### src/sv/vlw_pkg.sv
// shared constants, types and helpers of the voxel line walker
package vlw_pkg;

  localparam int unsigned MAX_DIM  = 64;
  localparam int unsigned IDX_W    = 18;
  localparam int unsigned SIZE_W   = 7;
  localparam int unsigned COORD_W  = $clog2(MAX_DIM);
  localparam int unsigned XY_W     = 2 * COORD_W + 1;
  localparam int unsigned TOT_W    = 3 * COORD_W + 1;
  localparam int unsigned SHORT_W  = 2 * COORD_W;
  localparam int unsigned DCNT_W   = $clog2(IDX_W);
  localparam int unsigned ACC_W    = COORD_W + 1;
  localparam int unsigned CFG_IDX_W = 2;

  localparam logic [CFG_IDX_W-1:0] CFG_X_SIZE = 2'd0;
  localparam logic [CFG_IDX_W-1:0] CFG_Y_SIZE = 2'd1;
  localparam logic [CFG_IDX_W-1:0] CFG_Z_SIZE = 2'd2;

  localparam logic [SIZE_W-1:0] SIZE_RESET = SIZE_W'(MAX_DIM);

  typedef enum logic [3:0] {
    ST_IDLE,
    ST_MUL_XY,
    ST_MUL_ALL,
    ST_CHECK,
    ST_DIV_SX,
    ST_DIV_SY,
    ST_DIV_EX,
    ST_DIV_EY,
    ST_LOAD,
    ST_FIRST,
    ST_WALK
  } vlw_state_e;

  // setup handed to the line stepper
  typedef struct packed {
    logic [2:0][COORD_W-1:0] s_coord;
    logic [2:0][COORD_W-1:0] e_coord;
    logic [2:0][IDX_W-1:0]   stride;
    logic [IDX_W-1:0]        start;
  } walk_init_t;

  // what the stepper reports back
  typedef struct packed {
    logic [IDX_W-1:0] index;
    logic             last;
    logic             empty;
  } walk_stat_t;

  // zero acts as one, anything above the grid limit is clamped
  function automatic logic [SIZE_W-1:0] eff_size(logic [SIZE_W-1:0] v);
    logic [SIZE_W-1:0] r;
    if (v == '0) begin
      r = SIZE_W'(1);
    end else if (v > SIZE_W'(MAX_DIM)) begin
      r = SIZE_W'(MAX_DIM);
    end else begin
      r = v;
    end
    return r;
  endfunction

endpackage

### src/sv/voxel_line_walker_3d_core.sv
// voxel line walker top: config registers, sequencer, output register
// an item runs setup (two multiplies, a check that ends a single-voxel item),
// divider runs for the index splits (the end split is skipped for an out-of-grid
// end), stepper load, then one voxel per cycle (up to 64) while output is free
// one item at a time: tready is high only while the sequencer is idle
// reset: async active low, clears control state and sets all sizes to 64
module voxel_line_walker_3d_core (
  input  logic                          clk_i,
  input  logic                          rst_ni,
  input  logic                          s_axis_tvalid,
  output logic                          s_axis_tready,
  input  logic [39:0]                   s_axis_tdata,   // start_index, end_index
  output logic                          m_axis_tvalid,
  input  logic                          m_axis_tready,
  output logic [23:0]                   m_axis_tdata,   // voxel_index
  output logic                          m_axis_tlast,   // last_of_run
  input  logic                          cfg_valid_i,
  output logic                          cfg_ready_o,
  input  logic [vlw_pkg::CFG_IDX_W-1:0] cfg_index_i,
  input  logic [vlw_pkg::SIZE_W-1:0]    cfg_data_i
);
  import vlw_pkg::*;

  vlw_state_e state_q, state_d;

  logic [SIZE_W-1:0] xs_cfg_q, ys_cfg_q, zs_cfg_q;
  logic [SIZE_W-1:0] xs, ys, zs;

  logic [IDX_W-1:0]        start_q, end_q;
  logic [XY_W-1:0]         xy_q;
  logic [TOT_W-1:0]        total_q;
  logic [2:0][COORD_W-1:0] sc_q, ec_q;

  logic             out_valid_q;
  logic [IDX_W-1:0] out_index_q;
  logic             out_last_q;
  logic             out_free;

  logic               emit, emit_last;
  logic [IDX_W-1:0]   emit_index;
  logic               single, end_bad;

  logic               div_go, div_short, div_busy, div_done;
  logic [IDX_W-1:0]   div_dividend, div_quot;
  logic [SIZE_W-1:0]  div_divisor;
  logic [COORD_W-1:0] div_rem;

  logic       walk_load, walk_adv;
  walk_init_t walk_init;
  walk_stat_t walk_stat;

  assign xs = eff_size(xs_cfg_q);
  assign ys = eff_size(ys_cfg_q);
  assign zs = eff_size(zs_cfg_q);

  // configuration writes
  assign cfg_ready_o = 1'b1;
  always_ff @(posedge clk_i or negedge rst_ni) begin
    if (!rst_ni) begin
      xs_cfg_q <= SIZE_RESET;
      ys_cfg_q <= SIZE_RESET;
      zs_cfg_q <= SIZE_RESET;
    end else if (cfg_valid_i) begin
      unique case (cfg_index_i)
        CFG_X_SIZE: xs_cfg_q <= cfg_data_i;
        CFG_Y_SIZE: ys_cfg_q <= cfg_data_i;
        CFG_Z_SIZE: zs_cfg_q <= cfg_data_i;
        default: ;
      endcase
    end
  end

  assign out_free = !out_valid_q || m_axis_tready;
  assign single   = ({1'b0, start_q} >= total_q) || (start_q == end_q);
  assign end_bad  = {1'b0, end_q} >= total_q;

  // next state
  always_comb begin
    state_d = state_q;
    unique case (state_q)
      ST_IDLE:    if (s_axis_tvalid) state_d = ST_MUL_XY;
      ST_MUL_XY:  state_d = ST_MUL_ALL;
      ST_MUL_ALL: state_d = ST_CHECK;
      ST_CHECK: begin
        if (!single) begin
          state_d = ST_DIV_SX;
        end else if (out_free) begin
          state_d = ST_IDLE;
        end
      end
      ST_DIV_SX:  if (div_done) state_d = ST_DIV_SY;
      ST_DIV_SY:  if (div_done) state_d = end_bad ? ST_LOAD : ST_DIV_EX;
      ST_DIV_EX:  if (div_done) state_d = ST_DIV_EY;
      ST_DIV_EY:  if (div_done) state_d = ST_LOAD;
      ST_LOAD:    state_d = ST_FIRST;
      ST_FIRST:   if (out_free) state_d = walk_stat.empty ? ST_IDLE : ST_WALK;
      ST_WALK:    if (out_free && walk_stat.last) state_d = ST_IDLE;
      default:    state_d = ST_IDLE;
    endcase
  end

  // sequencer outputs
  always_comb begin
    s_axis_tready = 1'b0;
    emit          = 1'b0;
    emit_last     = 1'b0;
    emit_index    = start_q;
    div_go        = 1'b0;
    div_short     = 1'b0;
    div_dividend  = start_q;
    div_divisor   = xs;
    walk_load     = 1'b0;
    walk_adv      = 1'b0;
    unique case (state_q)
      ST_IDLE: s_axis_tready = 1'b1;
      ST_CHECK: begin
        emit      = single && out_free;
        emit_last = 1'b1;
      end
      ST_DIV_SX: div_go = !div_busy && !div_done;
      ST_DIV_SY: begin
        div_go       = !div_busy && !div_done;
        div_short    = 1'b1;
        div_dividend = div_quot;
        div_divisor  = ys;
      end
      ST_DIV_EX: begin
        div_go       = !div_busy && !div_done;
        div_dividend = end_q;
      end
      ST_DIV_EY: begin
        div_go       = !div_busy && !div_done;
        div_short    = 1'b1;
        div_dividend = div_quot;
        div_divisor  = ys;
      end
      ST_LOAD: walk_load = 1'b1;
      ST_FIRST: begin
        emit      = out_free;
        emit_last = walk_stat.empty;
      end
      ST_WALK: begin
        emit       = out_free;
        walk_adv   = out_free;
        emit_index = walk_stat.index;
        emit_last  = walk_stat.last;
      end
      default: ;
    endcase
  end

  always_ff @(posedge clk_i or negedge rst_ni) begin
    if (!rst_ni) begin
      state_q     <= ST_IDLE;
      out_valid_q <= 1'b0;
    end else begin
      state_q <= state_d;
      if (emit) begin
        out_valid_q <= 1'b1;
      end else if (m_axis_tready) begin
        out_valid_q <= 1'b0;
      end
    end
  end

  // payload and working registers
  always_ff @(posedge clk_i) begin
    if (emit) begin
      out_index_q <= emit_index;
      out_last_q  <= emit_last;
    end
    if (state_q == ST_IDLE && s_axis_tvalid) begin
      start_q <= s_axis_tdata[IDX_W-1:0];
      end_q   <= s_axis_tdata[2*IDX_W-1:IDX_W];
    end
    if (state_q == ST_MUL_XY) begin
      xy_q <= XY_W'(xs * ys);
    end
    if (state_q == ST_MUL_ALL) begin
      total_q <= TOT_W'(xy_q * zs);
    end
    if (state_q == ST_CHECK) begin
      // far corner for an end outside the grid
      ec_q[0] <= COORD_W'(xs - SIZE_W'(1));
      ec_q[1] <= COORD_W'(ys - SIZE_W'(1));
      ec_q[2] <= COORD_W'(zs - SIZE_W'(1));
    end
    if (div_done) begin
      case (state_q)
        ST_DIV_SX: sc_q[0] <= div_rem;
        ST_DIV_SY: begin
          sc_q[1] <= div_rem;
          sc_q[2] <= div_quot[COORD_W-1:0];
        end
        ST_DIV_EX: ec_q[0] <= div_rem;
        ST_DIV_EY: begin
          ec_q[1] <= div_rem;
          ec_q[2] <= div_quot[COORD_W-1:0];
        end
        default: ;
      endcase
    end
  end

  assign walk_init.s_coord = sc_q;
  assign walk_init.e_coord = ec_q;
  assign walk_init.stride  = {IDX_W'(xy_q), IDX_W'(xs), IDX_W'(1)};
  assign walk_init.start   = start_q;

  vlw_div u_div (
    .clk_i      (clk_i),
    .rst_ni     (rst_ni),
    .go_i       (div_go),
    .short_i    (div_short),
    .dividend_i (div_dividend),
    .divisor_i  (div_divisor),
    .busy_o     (div_busy),
    .done_o     (div_done),
    .quot_o     (div_quot),
    .rem_o      (div_rem)
  );

  vlw_walk u_walk (
    .clk_i  (clk_i),
    .rst_ni (rst_ni),
    .load_i (walk_load),
    .init_i (walk_init),
    .adv_i  (walk_adv),
    .stat_o (walk_stat)
  );

  assign m_axis_tvalid = out_valid_q;
  assign m_axis_tdata  = {{(24-IDX_W){1'b0}}, out_index_q};
  assign m_axis_tlast  = out_last_q;

  a_emit_into_free: assert property (@(posedge clk_i) disable iff (!rst_ni)
    emit |-> out_free)
    else $error("result written over an untaken result");
  a_idle_div_quiet: assert property (@(posedge clk_i) disable iff (!rst_ni)
    (state_q == ST_IDLE) |-> !div_busy)
    else $error("divider still running while idle");
  a_last_ends_run: assert property (@(posedge clk_i) disable iff (!rst_ni)
    (emit && emit_last) |=> (state_q == ST_IDLE))
    else $error("sequencer kept going after the last voxel");

endmodule

### src/sv/vlw_div.sv
// restoring divider, one quotient bit per cycle, shared by all index splits
module vlw_div (
  input  logic                        clk_i,
  input  logic                        rst_ni,
  input  logic                        go_i,
  input  logic                        short_i,
  input  logic [vlw_pkg::IDX_W-1:0]   dividend_i,
  input  logic [vlw_pkg::SIZE_W-1:0]  divisor_i,
  output logic                        busy_o,
  output logic                        done_o,
  output logic [vlw_pkg::IDX_W-1:0]   quot_o,
  output logic [vlw_pkg::COORD_W-1:0] rem_o
);
  import vlw_pkg::*;

  logic                busy_q, busy_d;
  logic                done_q, done_d;
  logic [DCNT_W-1:0]   cnt_q, cnt_d;
  logic [IDX_W-1:0]    dvd_q, dvd_d;
  logic [SIZE_W-1:0]   dvs_q, dvs_d;
  logic [COORD_W-1:0]  rem_q, rem_d;
  logic [SIZE_W-1:0]   trial;
  logic                fits;
  logic [SIZE_W-1:0]   diff;

  assign trial = {rem_q, dvd_q[IDX_W-1]};
  assign fits  = trial >= dvs_q;
  assign diff  = trial - dvs_q;

  always_comb begin
    busy_d = busy_q;
    done_d = 1'b0;
    cnt_d  = cnt_q;
    dvd_d  = dvd_q;
    dvs_d  = dvs_q;
    rem_d  = rem_q;
    if (go_i) begin
      busy_d = 1'b1;
      dvs_d  = divisor_i;
      rem_d  = '0;
      // short form: dividend is narrow, left-align it and run fewer bits
      if (short_i) begin
        dvd_d = {dividend_i[SHORT_W-1:0], {(IDX_W-SHORT_W){1'b0}}};
        cnt_d = DCNT_W'(SHORT_W - 1);
      end else begin
        dvd_d = dividend_i;
        cnt_d = DCNT_W'(IDX_W - 1);
      end
    end else if (busy_q) begin
      rem_d = fits ? diff[COORD_W-1:0] : trial[COORD_W-1:0];
      dvd_d = {dvd_q[IDX_W-2:0], fits};
      cnt_d = cnt_q - DCNT_W'(1);
      if (cnt_q == '0) begin
        busy_d = 1'b0;
        done_d = 1'b1;
      end
    end
  end

  always_ff @(posedge clk_i or negedge rst_ni) begin
    if (!rst_ni) begin
      busy_q <= 1'b0;
      done_q <= 1'b0;
      cnt_q  <= '0;
    end else begin
      busy_q <= busy_d;
      done_q <= done_d;
      cnt_q  <= cnt_d;
    end
  end

  always_ff @(posedge clk_i) begin
    dvd_q <= dvd_d;
    dvs_q <= dvs_d;
    rem_q <= rem_d;
  end

  assign busy_o = busy_q;
  assign done_o = done_q;
  assign quot_o = dvd_q;
  assign rem_o  = rem_q;

  a_go_when_free: assert property (@(posedge clk_i) disable iff (!rst_ni)
    go_i |-> !busy_q)
    else $error("divider started while busy");
  a_done_ends_busy: assert property (@(posedge clk_i) disable iff (!rst_ni)
    done_q |-> !busy_q)
    else $error("divider done while still busy");
  a_rem_below_divisor: assert property (@(posedge clk_i) disable iff (!rst_ni)
    done_q |-> (SIZE_W'(rem_q) < dvs_q))
    else $error("remainder not below divisor");

endmodule

### src/sv/vlw_walk.sv
// line stepper: axis ordering at load, then one voxel per advance
module vlw_walk (
  input  logic                clk_i,
  input  logic                rst_ni,
  input  logic                load_i,
  input  vlw_pkg::walk_init_t init_i,
  input  logic                adv_i,
  output vlw_pkg::walk_stat_t stat_o
);
  import vlw_pkg::*;

  logic [2:0][COORD_W-1:0] d_q, d_d;
  logic [2:0][IDX_W-1:0]   st_q, st_d;
  logic [ACC_W-1:0]        acc1_q, acc1_d, acc2_q, acc2_d;
  logic [IDX_W-1:0]        cur_q, cur_d;
  logic [COORD_W-1:0]      cnt_q, cnt_d;

  logic [2:0][COORD_W-1:0] sd;
  logic [2:0][IDX_W-1:0]   ss;
  logic [IDX_W-1:0]        nxt;
  logic                    ge1, ge2;
  logic [ACC_W:0]          a1, a2;

  // abs distance and signed stride per axis, then a stable descending sort
  always_comb begin
    logic [COORD_W-1:0] td;
    logic [IDX_W-1:0]   ts;
    td = '0;
    ts = '0;
    for (int i = 0; i < 3; i++) begin
      if (init_i.e_coord[i] < init_i.s_coord[i]) begin
        sd[i] = init_i.s_coord[i] - init_i.e_coord[i];
        ss[i] = '0 - init_i.stride[i];
      end else begin
        sd[i] = init_i.e_coord[i] - init_i.s_coord[i];
        ss[i] = init_i.stride[i];
      end
    end
    if (sd[0] < sd[1]) begin
      td = sd[0]; sd[0] = sd[1]; sd[1] = td;
      ts = ss[0]; ss[0] = ss[1]; ss[1] = ts;
    end
    if (sd[1] < sd[2]) begin
      td = sd[1]; sd[1] = sd[2]; sd[2] = td;
      ts = ss[1]; ss[1] = ss[2]; ss[2] = ts;
      if (sd[0] < sd[1]) begin
        td = sd[0]; sd[0] = sd[1]; sd[1] = td;
        ts = ss[0]; ss[0] = ss[1]; ss[1] = ts;
      end
    end
  end

  assign ge1 = acc1_q >= ACC_W'(d_q[0]);
  assign ge2 = acc2_q >= ACC_W'(d_q[0]);
  assign nxt = cur_q + st_q[0] + (ge1 ? st_q[1] : '0) + (ge2 ? st_q[2] : '0);
  assign a1  = (ACC_W+1)'(acc1_q) - (ge1 ? (ACC_W+1)'(d_q[0]) : '0)
             + (ACC_W+1)'(d_q[1]);
  assign a2  = (ACC_W+1)'(acc2_q) - (ge2 ? (ACC_W+1)'(d_q[0]) : '0)
             + (ACC_W+1)'(d_q[2]);

  always_comb begin
    d_d    = d_q;
    st_d   = st_q;
    acc1_d = acc1_q;
    acc2_d = acc2_q;
    cur_d  = cur_q;
    cnt_d  = cnt_q;
    if (load_i) begin
      d_d    = sd;
      st_d   = ss;
      acc1_d = ACC_W'(sd[1]);
      acc2_d = ACC_W'(sd[2]);
      cur_d  = init_i.start;
      cnt_d  = '0;
    end else if (adv_i) begin
      acc1_d = a1[ACC_W-1:0];
      acc2_d = a2[ACC_W-1:0];
      cur_d  = nxt;
      cnt_d  = cnt_q + COORD_W'(1);
    end
  end

  always_ff @(posedge clk_i or negedge rst_ni) begin
    if (!rst_ni) begin
      cnt_q <= '0;
    end else begin
      cnt_q <= cnt_d;
    end
  end

  always_ff @(posedge clk_i) begin
    d_q    <= d_d;
    st_q   <= st_d;
    acc1_q <= acc1_d;
    acc2_q <= acc2_d;
    cur_q  <= cur_d;
  end

  assign stat_o.index = nxt;
  assign stat_o.last  = (cnt_q == d_q[0] - COORD_W'(1));
  assign stat_o.empty = (d_q[0] == '0);

  a_adv_has_steps: assert property (@(posedge clk_i) disable iff (!rst_ni)
    adv_i |-> (d_q[0] != '0) && (cnt_q < d_q[0]))
    else $error("stepper advanced past the line end");
  a_load_adv_apart: assert property (@(posedge clk_i) disable iff (!rst_ni)
    load_i |-> !adv_i)
    else $error("stepper loaded and advanced together");
  a_sorted: assert property (@(posedge clk_i) disable iff (!rst_ni)
    load_i |=> (d_q[0] >= d_q[1]) && (d_q[1] >= d_q[2]))
    else $error("axis distances not in descending order");

endmodule
### config.mk
export PLATFORM = sky130hd
export DESIGN_NAME = voxel_line_walker_3d_core
export DESIGN_NICKNAME = d
export VERILOG_FILES = /design/src/sv/vlw_pkg.sv /design/src/sv/voxel_line_walker_3d_core.sv /design/src/sv/vlw_div.sv /design/src/sv/vlw_walk.sv
export SDC_FILE = /design/constraint.sdc
export NUM_CORES = 1
export LEC_CHECK = 0
export BUFFER_PORTS_ARGS = -buffer_cell sky130_fd_sc_hd__buf_2
export CAP_MARGIN = 0
export CORE_MARGIN = 3
export CORE_UTILIZATION = 25
export DETAILED_ROUTE_END_ITERATION = 8
export GPL_TIMING_DRIVEN = 0
export PLACE_DENSITY = 0.47
export SYNTH_ARGS = -nofsm -noshare
export SYNTH_HDL_FRONTEND = slang
export SYNTH_SLANG_ARGS = --single-unit
### constraint.sdc
create_clock -name clk_i -period 6.5 [get_ports clk_i]
set_input_delay 0.325 -clock clk_i [delete_from_list [all_inputs] [get_ports clk_i]]
set_output_delay 0.325 -clock clk_i [all_outputs]
set_load 0.03 [all_outputs]
Word level (Yosys, flattened, before mapping) --
Index checks and enable logic that the tools add are counted.
Operators by class: $mul 2, order comparisons 14, add/sub/neg operators 22, multiplexer cells 71, eq/ne operators 23, reduce and logical (&&, ||, !) cells 29
Operators with widths (number):
- 2-to-1 mux 18 bit | 14
- 2-to-1 mux 6 bit | 13
- 2-to-1 mux 36 bit | 2
- adder 18 bit | 3
- 2-to-1 mux 54 bit | 1
- 2-to-1 mux 7 bit | 7
- 2-to-1 mux 4 bit | 11
- case mux 4 bit (11 select lines) | 1
- subtractor 6 bit | 7
- greater-or-equal comparator 18 x 19 -> 1 bit | 2
- < comparator 6 bit | 6
- 2-to-1 mux 12 bit | 3
- case mux 18 bit (2 select lines) | 1
- subtractor 6 x 1 -> 6 bit, second input constant | 4
- greater-than comparator 7 bit, second input constant | 3
- zero test 7 bit | 3
- multiplier 13 x 7 -> 19 bit | 1
- == test 18 bit | 1
- == test 4 x 3 -> 1 bit, second input constant | 4
- 2-to-1 mux 5 bit | 3
- adder 7 x 6 -> 7 bit | 2
- greater-or-equal comparator 7 x 6 -> 1 bit | 2
- subtractor 1 x 13 -> 14 bit, first input constant | 1
- subtractor 7 x 6 -> 7 bit | 2
- other kinds (30) | 64
Word-level totals: logic and storage cells 197, input bits 54, register bits 297

Longest topological paths before layout --
Gate-level depths: netlist of run 1.
depth in word-level cells 8, gate-level depth with buffers 31, depth with buffers taken out 27

By module --
Synthesis of run 1 repeated with hierarchy kept, for this count alone.
Unflattened totals: cells, all modules 2658, area, all modules 25084.1 µm²
Modules (own cells, without submodules):
- vlw_walk | instances 1, cells an instance 1323, seq. area each 3253.1 µm², area an instance 11529.8 µm²
- voxel_line_walker_3d_core | instances 1, cells an instance 1142, seq. area each 4167.7 µm², area an instance 11516.0 µm²
- vlw_div | instances 1, cells an instance 193, seq. area each 1046.0 µm², area an instance 2038.2 µm²

Least setup slack after synthesis of run 1 --
No wires, ideal clock.
path type register to register, start reg sc_q[6] (netlist bit), end reg u_walk.st_q[10] (netlist bit) (data pin), arrival time 5.455 ns, required time 6.226 ns, cell stages (with the launch flop) 27, path slack 0.771 ns, path through edfxtp_1 -> ha_1 -> fa_1 -> nand2b_1 -> a21oi_1 -> o21a_1 -> nor4b_1 -> or3_1 -> and2_1 -> ha_1 -> o21a_1 -> o21ai_2 -> a21oi_2 -> clkbuf_1 -> clkbuf_1 -> nand2_1 -> mux2i_1 -> a31oi_2 -> ha_1 -> a21oi_1 -> o21ai_0 -> o22a_1 -> o41a_1 -> buf_2 -> nor2_8 -> a211oi_2 -> a21oi_1
RTL lines:
- start, declared | line voxel_line_walker_3d_core.sv:32 | logic [2:0][COORD_W-1:0] sc_q, ec_q;
- end signal, assigned | line vlw_walk.sv:93 | st_q <= st_d;
- end, declared | line vlw_walk.sv:13 | logic [2:0][IDX_W-1:0] st_q, st_d;

==> flow_metrics.env, run 1 <==
export IMPL_fin_crit_ps=6150
export IMPL_cp_top_family="compound AO/OA/AOI/OAI gates"
export IMPL_yosys_cell_types_count=82
export IMPL_place_congestion=0.851
export IMPL_synthFlopType="edfxtp_1"
export IMPL_worst_setup_path_type="flop to flop"
export IMPL_crit_top_cell="ha_1"
export IMPL_timing_slew_headroom_pct=20.4
export IMPL_setup_violations=0
export IMPL_antenna_found_initial=5
export IMPL_grt_total_usage_pct=14.1
export IMPL_clockBufferDepth=3
export IMPL_drtIter0Drc=1257
export IMPL_dp_hpwl_mm=53.0
export IMPL_synthArstFlopShare_pct=13.7
export IMPL_grt_max_degree=40
export IMPL_vias=17500
export IMPL_drt_pass1_iterations=8
export IMPL_fill_cells=9524
export IMPL_start_util_pct=25.4
export IMPL_design_core_area_um2=90700
export IMPL_numCtsBuffers=36
export IMPL_port_buffers=70
export IMPL_cts_tree="yes"
export IMPL_routed_wl_mm=67.1
export IMPL_rows=110
export IMPL_seq_area_um2=8110
export IMPL_synth_cells=2419
export IMPL_yosys_top_cells_area="edfxtp_1 (29%), ha_1 (11%), fa_1 (11%)"
export IMPL_worst_pin_slew_ps=1180
export IMPL_min_period_over_period_pct=94.6
export IMPL_ant_nets=0
export IMPL_grt_pass1_vias=17700
export IMPL_arrival_ps=6520
export IMPL_critPathMaxStageDelay_ps=490
export IMPL_fmax_mhz=163
export IMPL_final_util_pct=29.4
export IMPL_syn_area_per_cell_um2=9.53
export IMPL_fin_skew_ps=35.4
export IMPL_start_kind="flop"
export IMPL_worst_path_buf_inv=5
export IMPL_die_h_um=310
export IMPL_crit_fanout=10
export IMPL_syn_area_um2=23100
export IMPL_fp_dieW_um=310
export IMPL_hp_start="cfg_data_i[5]"
export IMPL_drive_gt1_share_pct=10.1
export IMPL_clk_pin_slew_ps=60
export IMPL_multi_input_comb_area_um2=13500
export IMPL_critPathLaunch="ec_q[6]$_DFF_P_"
export IMPL_drv_slew=0
export IMPL_final_common_cell="inv_1"
export IMPL_synth_warnings=0
export IMPL_r2r_start="ec_q[6]$_DFF_P_"
export IMPL_grt_overflow_total=0
export IMPL_cp_slowest_cell="or4_1"
export IMPL_cts_sinks=285
export IMPL_die_area_um2=95900
export IMPL_synth_seq_area_share_pct=35.2
export IMPL_drc_errors=0
export IMPL_cap_violations=0
export IMPL_yosys_area_top_type="edfxtp_1"
export IMPL_worst_skew_pair_late_latency_ps=570
export IMPL_ys_ff_latch=285
export IMPL_yosysTopAreaCellShare_pct=28.6
export IMPL_final_hold_viol_count=0
export IMPL_grt_first_pass_wirelength_mm=104
export IMPL_synth_edf_count=220
export IMPL_status="finished clean"
export IMPL_antenna_cells=0
export IMPL_hold_path_class="primary input to flop"
export IMPL_routedWlPerCell_um=17.8
export IMPL_cts_root_buffer="clkbuf_16"
export IMPL_ios=82
export IMPL_final_cell_mix="inv_1 (308), nand2_1 (243), edfxtp_1 (220)"
export IMPL_nets=2971
export IMPL_required_ps=6880
export IMPL_end_kind="flop"
export IMPL_area_growth_pct=15.6
export IMPL_viasPerCell=4.63
export IMPL_htree_levels=2
==> per-stage QoR <==
stage	std cells	setup slack [ps]	TNS, ps	area [um2]	hold slack (ps)
CTS	3772	7.13	0	26500	3.65
floorplan	2424	771	0	23100	29.4
detailed placement	3676	-753	-21750	25000	482
global route	3779	-23.1	-63.5	26700	19.9
finish	3779	354	0	26700	27.6
global placement	3670	-751	-22790	24900	478
==> logic make-up (layout without fill, tap and decap cells) <==
kind of cell	Yosys count	in the layout	synth area share, %
AND/OR/NAND/NOR	697	697	14.2
AO/OA/AOI/OAI	495	495	13.2
buffers and inverters	412	591	7.02
adder cells (fa/ha/maj)	338	338	22.5
flip-flops	285	285	35.2
XOR/XNOR	123	123	4.67
multiplexers	67	67	3.15
other	2	7	0.0326
==> cells in the mapped netlist (23+ instances only) <==
master	count
nor3_1	31
fa_1	129
ha_1	209
inv_1	308
a21oi_1	147
nor2b_1	48
clkbuf_1	68
xor2_1	36
dfrtp_1	36
nand2_1	247
a21o_1	31
edfxtp_1	220
mux2i_1	23
mux2_2	44
xnor2_1	87
o21ai_0	169
o211ai_1	24
nand2b_1	38
and2_1	57
nor2_1	166
dfxtp_1	26
nand3_1	44
==> path summary, 6_finish.rpt <==
check / endpoint / slack [ps] / cells past startpoint
max in group asynchronous: zs_cfg_q[2]$_DFFE_PN0P_ / 5230 / 2
setup / recovery: u_walk.st_q[12]$_DFFE_PP_ / 350 / 27
min in group asynchronous: u_walk.cnt_q[0]$_DFFE_PN0P_ / 530 / 2
setup reg to reg: u_walk.st_q[12]$_DFFE_PP_ / 350 / 27
hold / removal: ys_cfg_q[5]$_DFFE_PN0P_ / 30 / 2
hold reg to reg: u_div.done_o$_DFF_PN0_ / 500 / 1
==> registers in the layout, summed over array words and instances, names as in the netlist, 4 cells and up <==
| name | cells |
|---|---|
| state_q | 4 |
| zs_cfg_q | 7 |
| ys_cfg_q | 7 |
| u_walk.cnt_q | 6 |
| u_walk.acc1_q | 7 |
| u_div.quot_o | 18 |
| end_q | 18 |
| u_walk.cur_q | 18 |
| u_walk.st_q | 42 |
| u_div.dvs_q | 7 |
| ec_q | 18 |
| total_q | 19 |
| xs_cfg_q | 7 |
| start_q | 18 |
| u_walk.d_q | 18 |
| u_walk.acc2_q | 7 |
| sc_q | 18 |
| u_div.cnt_q | 5 |
| out_index_q | 18 |
| u_div.rem_o | 6 |
| xy_q | 13 |
==> final cells by class <==
type | count | share of cell area, %
multi-input combinational | 1727 | 50.7
sequential | 285 | 30.4
tap | 1176 | 5.52
inverter | 311 | 4.38
clock buffer | 44 | 3.53
timing repair buffer | 117 | 3.17
buffer | 101 | 1.80
clock inverter | 18 | 0.483
==> timing repair <==
action / 4_1_cts / 5_1_grt
hold buffers: 33 / 0
gates resized for setup: 15 / 39
pin swaps: 2 / 5
endpoints found under the hold margin: 37 / 0
endpoints found under the setup margin: 72 / 78
buffers inserted: 1 / 6
==> metal layers <==
| layer | track usage (%) | part of all wire [%] | routed length [um] | up-vias |
|---|---|---|---|---|
| met3 | 2.38 | 5.0 | 3350 | 89 |
| met1 | 19.5 | 47 | 31400 | 8532 |
| met2 | 23.1 | 46 | 30800 | 330 |
| met5 | 0 | 0 | 0 | - |
| li1 | - | - | - | 8536 |
| met4 | 3.36 | 2.3 | 1550 | 0 |
Power of run 1 is left out: the tool's default activity adds up to more than one toggle a clock period on the data nets, which glitch-free logic cannot reach.
==> inputs of run 2 (changes only) <==
--- a/config.mk
+++ b/config.mk
@@ -14,4 +14,5 @@
 export PLACE_DENSITY = 0.47
 export SYNTH_ARGS = -nofsm -noshare
 export SYNTH_HDL_FRONTEND = slang
+export SYNTH_HIERARCHICAL = 1
 export SYNTH_SLANG_ARGS = --single-unit
==> flow_metrics.env, run 2 <==
export IMPL_r2r_cells=28
export IMPL_synth_seq_area_share_pct=33.8
export IMPL_end_kind="flop"
export IMPL_grt_total_usage_pct=14.2
export IMPL_final_common_cell="inv_1"
export IMPL_routed_wl_mm=73.5
export IMPL_min_period_over_period_pct=94.4
export IMPL_vias=19300
export IMPL_yosysTopAreaCellShare_pct=27.8
export IMPL_synth_cells=2658
export IMPL_grt_first_pass_wirelength_mm=115
export IMPL_fin_crit_ps=6140
export IMPL_drt_met1_wl_mm=35.4
export IMPL_design_core_area_um2=99000
export IMPL_status="finished with violations"
export IMPL_clk_pin_slew_ps=60
export IMPL_yosys_top_cells_count="inv_1 (308), nand2_1 (307), edfxtp_1 (232)"
export IMPL_yosys_cell_types_count=96
export IMPL_arrival_ps=6380
export IMPL_dpl_worst_slack_ps=-721
export IMPL_r2r_start="ec_q[0]$_DFF_P_"
export IMPL_final_util_pct=29.4
export IMPL_start_util_pct=25.3
export IMPL_synthFlopType="edfxtp_1"
export IMPL_htree_levels=2
export IMPL_synthArstFlopShare_pct=13.1
export IMPL_port_buffers=70
export IMPL_ios=82
export IMPL_grt_overflow_total=0
export IMPL_cts_sinks=297
export IMPL_yosysMostFrequentCell="inv_1"
export IMPL_nets=3310
export IMPL_hold_path_class="primary input to asynchronous set/reset pin"
export IMPL_grt_max_degree=40
export IMPL_reg_top3="u_walk/st_q: 54 flops, total_q: 19 flops"
export IMPL_area_growth_pct=16.1
export IMPL_synth_edf_count=232
export IMPL_cp_top_family="compound AO/OA/AOI/OAI gates"
export IMPL_crit_fanout=10
export IMPL_syn_area_um2=25100
export IMPL_synth_warnings=6
export IMPL_drtIter0Drc=1111
export IMPL_cts_tree="yes"
export IMPL_drt_pass1_iterations=5
export IMPL_yosys_top_cells_area="edfxtp_1 (28%), ha_1 (10%), fa_1 (10%)"
export IMPL_die_h_um=323
export IMPL_drc_errors=0
export IMPL_routedWlPerCell_um=17.4
export IMPL_largest_register="u_walk/st_q"
export IMPL_worst_path_buf_inv=9
export IMPL_worst_slack_ps=364
export IMPL_critPathMaxStageDelay_ps=390
export IMPL_ant_nets=0
export IMPL_drive_gt1_share_pct=10.2
export IMPL_antenna_found_initial=4
export IMPL_required_ps=6740
export IMPL_drv_slew=0
export IMPL_setup_violations=0
export IMPL_tns_ps=0
export IMPL_crit_cells=28
export IMPL_dp_hpwl_mm=58.2
export IMPL_place_congestion=0.875
export IMPL_final_cell_mix="inv_1 (308), nand2_1 (307), edfxtp_1 (232)"
export IMPL_worst_setup_path_type="flop to flop"
export IMPL_ys_ff_latch=297
export IMPL_violations="negative hold slack"
export IMPL_cp_slowest_cell="fa_1"
export IMPL_rows=115
export IMPL_largest_reg_flops=54
export IMPL_r2r_end="u_walk/st_q[1]$_DFFE_PP_"
export IMPL_clockBufferDepth=3
export IMPL_routed_wl_met2_mm=33.8
export IMPL_wl_met3_mm=2.90
export IMPL_fp_dieW_um=323
export IMPL_yosys_area_top_type="edfxtp_1"
export IMPL_fmax_mhz=163
export IMPL_worst_skew_pair_late_latency_ps=570
export IMPL_die_area_um2=104000
export IMPL_numCtsBuffers=34
export IMPL_start_kind="flop"
export IMPL_cap_violations=0
export IMPL_rrSetupSlack_ps=360
export IMPL_syn_area_per_cell_um2=9.44
export IMPL_fin_skew_ps=27.2
export IMPL_worst_pin_slew_ps=1260
export IMPL_holdWs_ps=-27.6
export IMPL_cts_root_buffer="clkbuf_16"
export IMPL_final_hold_viol_count=8
export IMPL_timing_slew_headroom_pct=15.2
export IMPL_grt_pass1_vias=19600
export IMPL_viasPerCell=4.56
export IMPL_dr_max_layer_used="met4"
run 2: cell count changes after synthesis, moves of 14 or more:
cell / change
mux2_2: +21
o211ai_1: -14
nor2b_1: -27
and2_1: +32
o21ai_0: -24
mux2i_1: +23
nand3_1: +22
nand2_1: +60
xor2_1: +39
nand2b_1: -22
o22ai_1: +14
a21oi_1: +33
run 2: through the flow:
step,cell area (um2),hold WS (ps),instances
finish,29100,-27.6,4229
global route,29100,22.7,4228
CTS,29100,8.17,4229
detailed placement,27600,503,4128
global placement,27400,502,4121
floorplan,25500,29.4,2764
run 2: routing by layer:
layer / up-vias / global-route usage [%]
li1: 9502 / -
met1: 9374 / 19.7
met2: 315 / 23.2
met3: 88 / 2.20
met4: 0 / 3.20
met5: - / 0
run 2: cell type report:
cell class	instances	area [um2]
fill	10600	69900
multi-input combinational	2041	15300
sequential	297	8470
tap	1287	1610
inverter	311	1170
clock buffer	49	981
timing repair buffer	118	886
buffer	114	597
clock inverter	11	108
antenna	1	2.50
run 2: logic make-up (layout without fill, tap and decap cells):
kind of cell	Yosys count	after routing	share of synthesized area (%)
xor+xnor	163	163	5.75
compound gates	529	529	13.1
buf+inv	426	603	7.05
other cells	2	109	0.0299
flops	297	297	33.8
fa+ha+maj	339	339	20.8
mux	111	111	4.75
simple gates	791	791	14.8
run 2: worst max-delay path by stage:
| stage | slack (ps) | from | endpoint |
|---|---|---|---|
| floorplan | 1040 | ec_q[0]$_DFF_P_ | u_walk/st_q[28]$_DFFE_PP_ |
| global placement | -1500 | state_q[1]$_DFFE_PN0P_ | u_walk/cur_q[5]$_DFFE_PP_ |
| detailed placement | -720 | ec_q[0]$_DFF_P_ | u_walk/st_q[20]$_DFFE_PP_ |
| CTS | 50 | ec_q[2]$_DFF_P_ | u_walk/st_q[4]$_DFFE_PP_ |
| global route | -0.4 | ec_q[0]$_DFF_P_ | u_walk/st_q[2]$_DFFE_PP_ |
| finish | 360 | ec_q[0]$_DFF_P_ | u_walk/st_q[1]$_DFFE_PP_ |
run 2: what timing repair did:
| action | CTS | global route |
|---|---|---|
| hold endpoints to repair | 37 | 0 |
| resized for setup | 3 | 10 |
| setup buffers | 4 | 0 |
| pin swaps | 2 | 0 |
| hold buffers | 37 | 0 |
| setup endpoints to repair | 70 | 52 |
Power of run 2 is left out for the same reason.
==> inputs of run 3 (changes only) <==
--- a/config.mk
+++ b/config.mk
@@ -5,12 +5,13 @@
 export SDC_FILE = /design/constraint.sdc
 export NUM_CORES = 1
 export LEC_CHECK = 0
-export BUFFER_PORTS_ARGS = -buffer_cell sky130_fd_sc_hd__buf_2
+export BUFFER_PORTS_ARGS = -buffer_cell sky130_fd_sc_hd__clkbuf_2
 export CAP_MARGIN = 0
 export CORE_MARGIN = 3
 export CORE_UTILIZATION = 25
 export DETAILED_ROUTE_END_ITERATION = 8
 export GPL_TIMING_DRIVEN = 0
+export HOLD_SLACK_MARGIN = 0.1
 export PLACE_DENSITY = 0.47
 export SYNTH_ARGS = -nofsm -noshare
 export SYNTH_HDL_FRONTEND = slang
==> flow_metrics.env, run 3 (synthesis gave the netlist of run 2 again) <==
export IMPL_status="finished clean"
export IMPL_cap_violations=0
export IMPL_r2r_cells=28
export IMPL_drv_slew=0
export IMPL_area_growth_pct=16.8
export IMPL_antenna_found_initial=4
export IMPL_drive_gt1_share_pct=10.5
export IMPL_grt_overflow_total=0
export IMPL_worst_pin_slew_ps=1250
export IMPL_die_h_um=323
export IMPL_hold_path_class="primary input to flop"
export IMPL_holdWs_ps=158
export IMPL_rsz0062_at_grt="no"
export IMPL_fin_skew_ps=23.9
export IMPL_timing_slew_headroom_pct=15.7
export IMPL_cts_sinks=297
export IMPL_final_cell_mix="inv_1 (308), nand2_1 (307), edfxtp_1 (232)"
export IMPL_rows=115
export IMPL_fmax_mhz=165
export IMPL_hold_end="xs_cfg_q[6]$_DFFE_PN1P_"
export IMPL_routedWlPerCell_um=17.3
export IMPL_reg_top3="u_walk/st_q: 54 flops, total_q: 19 flops"
export IMPL_final_common_cell="inv_1"
export IMPL_drc_errors=0
export IMPL_place_congestion=0.878
export IMPL_start_util_pct=25.3
export IMPL_final_hold_viol_count=0
export IMPL_required_ps=6730
export IMPL_grt_total_usage_pct=14.2
export IMPL_nets=3325
export IMPL_routed_wl_mm=73.6
export IMPL_rrSetupSlack_ps=440
export IMPL_hp_start="cfg_index_i[1]"
export IMPL_critPathMaxStageDelay_ps=380
export IMPL_largest_register="u_walk/st_q"
export IMPL_hold_path_depth=3
export IMPL_arrival_ps=6290
export IMPL_start_kind="flop"
export IMPL_clk_pin_slew_ps=60
export IMPL_htree_levels=2
export IMPL_drtIter0Drc=1107
export IMPL_fp_dieW_um=323
export IMPL_cts_tree="yes"
export IMPL_grt_first_pass_wirelength_mm=114
export IMPL_r2r_start="ec_q[0]$_DFF_P_"
export IMPL_fill_cells=10600
export IMPL_setup_violations=0
export IMPL_fin_crit_ps=6060
export IMPL_numCtsBuffers=35
export IMPL_drt_pass1_iterations=5
export IMPL_ios=82
export IMPL_largest_reg_flops=54
export IMPL_design_core_area_um2=99000
export IMPL_clockBufferDepth=3
export IMPL_worst_path_buf_inv=8
export IMPL_ant_nets=0
export IMPL_viasPerCell=4.59
export IMPL_cp_slowest_cell="fa_1"
export IMPL_port_buffers=70
export IMPL_crit_fanout=10
export IMPL_min_period_over_period_pct=93.2
export IMPL_grt_pass1_vias=19600
export IMPL_grt_max_degree=40
export IMPL_end_kind="flop"
export IMPL_dp_hpwl_mm=58.4
export IMPL_r2r_end="u_walk/st_q[2]$_DFFE_PP_"
export IMPL_vias=19500
export IMPL_worst_setup_path_type="flop to flop"
export IMPL_worst_skew_pair_late_latency_ps=570
export IMPL_tns_ps=0
export IMPL_die_area_um2=104000
export IMPL_cp_top_family="compound AO/OA/AOI/OAI gates"
export IMPL_cts_root_buffer="clkbuf_16"
-- run 3: cell count changes in the layout (fill, tap and decap cells not counted), sizes merged --
cell         delta
buf            -66
clkbuf         +63
clkinv         +11
clkinvlp        +1
dlygate4sd3     +9
-- run 3: layout make-up --
cell class | instances | area, um2 | share of cell area (%)
inverter | 311 | 1170 | 3.99
buffer | 115 | 603 | 2.06
sequential | 297 | 8470 | 28.9
timing repair buffer | 131 | 1030 | 3.51
multi-input combinational | 2041 | 15300 | 52.3
clock inverter | 23 | 179 | 0.611
antenna | 1 | 2.50 | 0.00854
clock buffer | 41 | 920 | 3.14
tap | 1287 | 1610 | 5.50
-- run 3: worst max path at each step --
stage | startpoint | endpoint | slack, ps | depth (start not counted)
2_1_floorplan | ec_q[0]$_DFF_P_ | u_walk/st_q[28]$_DFFE_PP_ | 1040 | 24
4_1_cts | ec_q[2]$_DFF_P_ | u_walk/st_q[2]$_DFFE_PP_ | 30 | 26
3_5_place_dp | ec_q[0]$_DFF_P_ | u_walk/st_q[22]$_DFFE_PP_ | -710 | 24
3_3_place_gp | state_q[1]$_DFFE_PN0P_ | u_walk/cur_q[5]$_DFFE_PP_ | -1510 | 7
6_report | ec_q[0]$_DFF_P_ | u_walk/st_q[2]$_DFFE_PP_ | 440 | 28
5_1_grt | ec_q[8]$_DFF_P_ | u_walk/st_q[32]$_DFFE_PP_ | 10 | 25
-- run 3: per-layer routing --
layer	vias up	wire length, um	GRT usage [%]	part of all wire [%]
li1	9528	-	-	-
met1	9497	35000	19.7	47
met2	361	33700	23.2	46
met3	100	3320	1.96	4.5
met4	0	1650	3.53	2.2
met5	-	0	0	0
-- run 3: per-stage QoR --
step	instances	area (um2)	worst slack [ps]	util, %
global route	4246	29300	14.1	29.6
floorplan	2764	25500	1040	-
CTS	4243	29200	26.8	29.5
finish	4247	29300	440	29.6
global placement	4121	27400	-1510	27.7
detailed placement	4127	27600	-712	27.9
-- run 3: what timing repair did --
item | in CTS | in global routing
endpoints found under the hold margin | 94 | 0
endpoints found under the setup margin | 66 | 64
pin swaps | 2 | 0
setup buffers | 6 | 2
hold buffers | 46 | 0
gates resized for setup | 3 | 16
-- run 3: tightest hold or removal path: cells and delay by family --
family                 cells  cell delay [ps]
AOI/OAI and AO/OA          1              160
and+or+nand+nor            1              100
buffers and inverters      1              100
Power of run 3 is left out for the same reason.
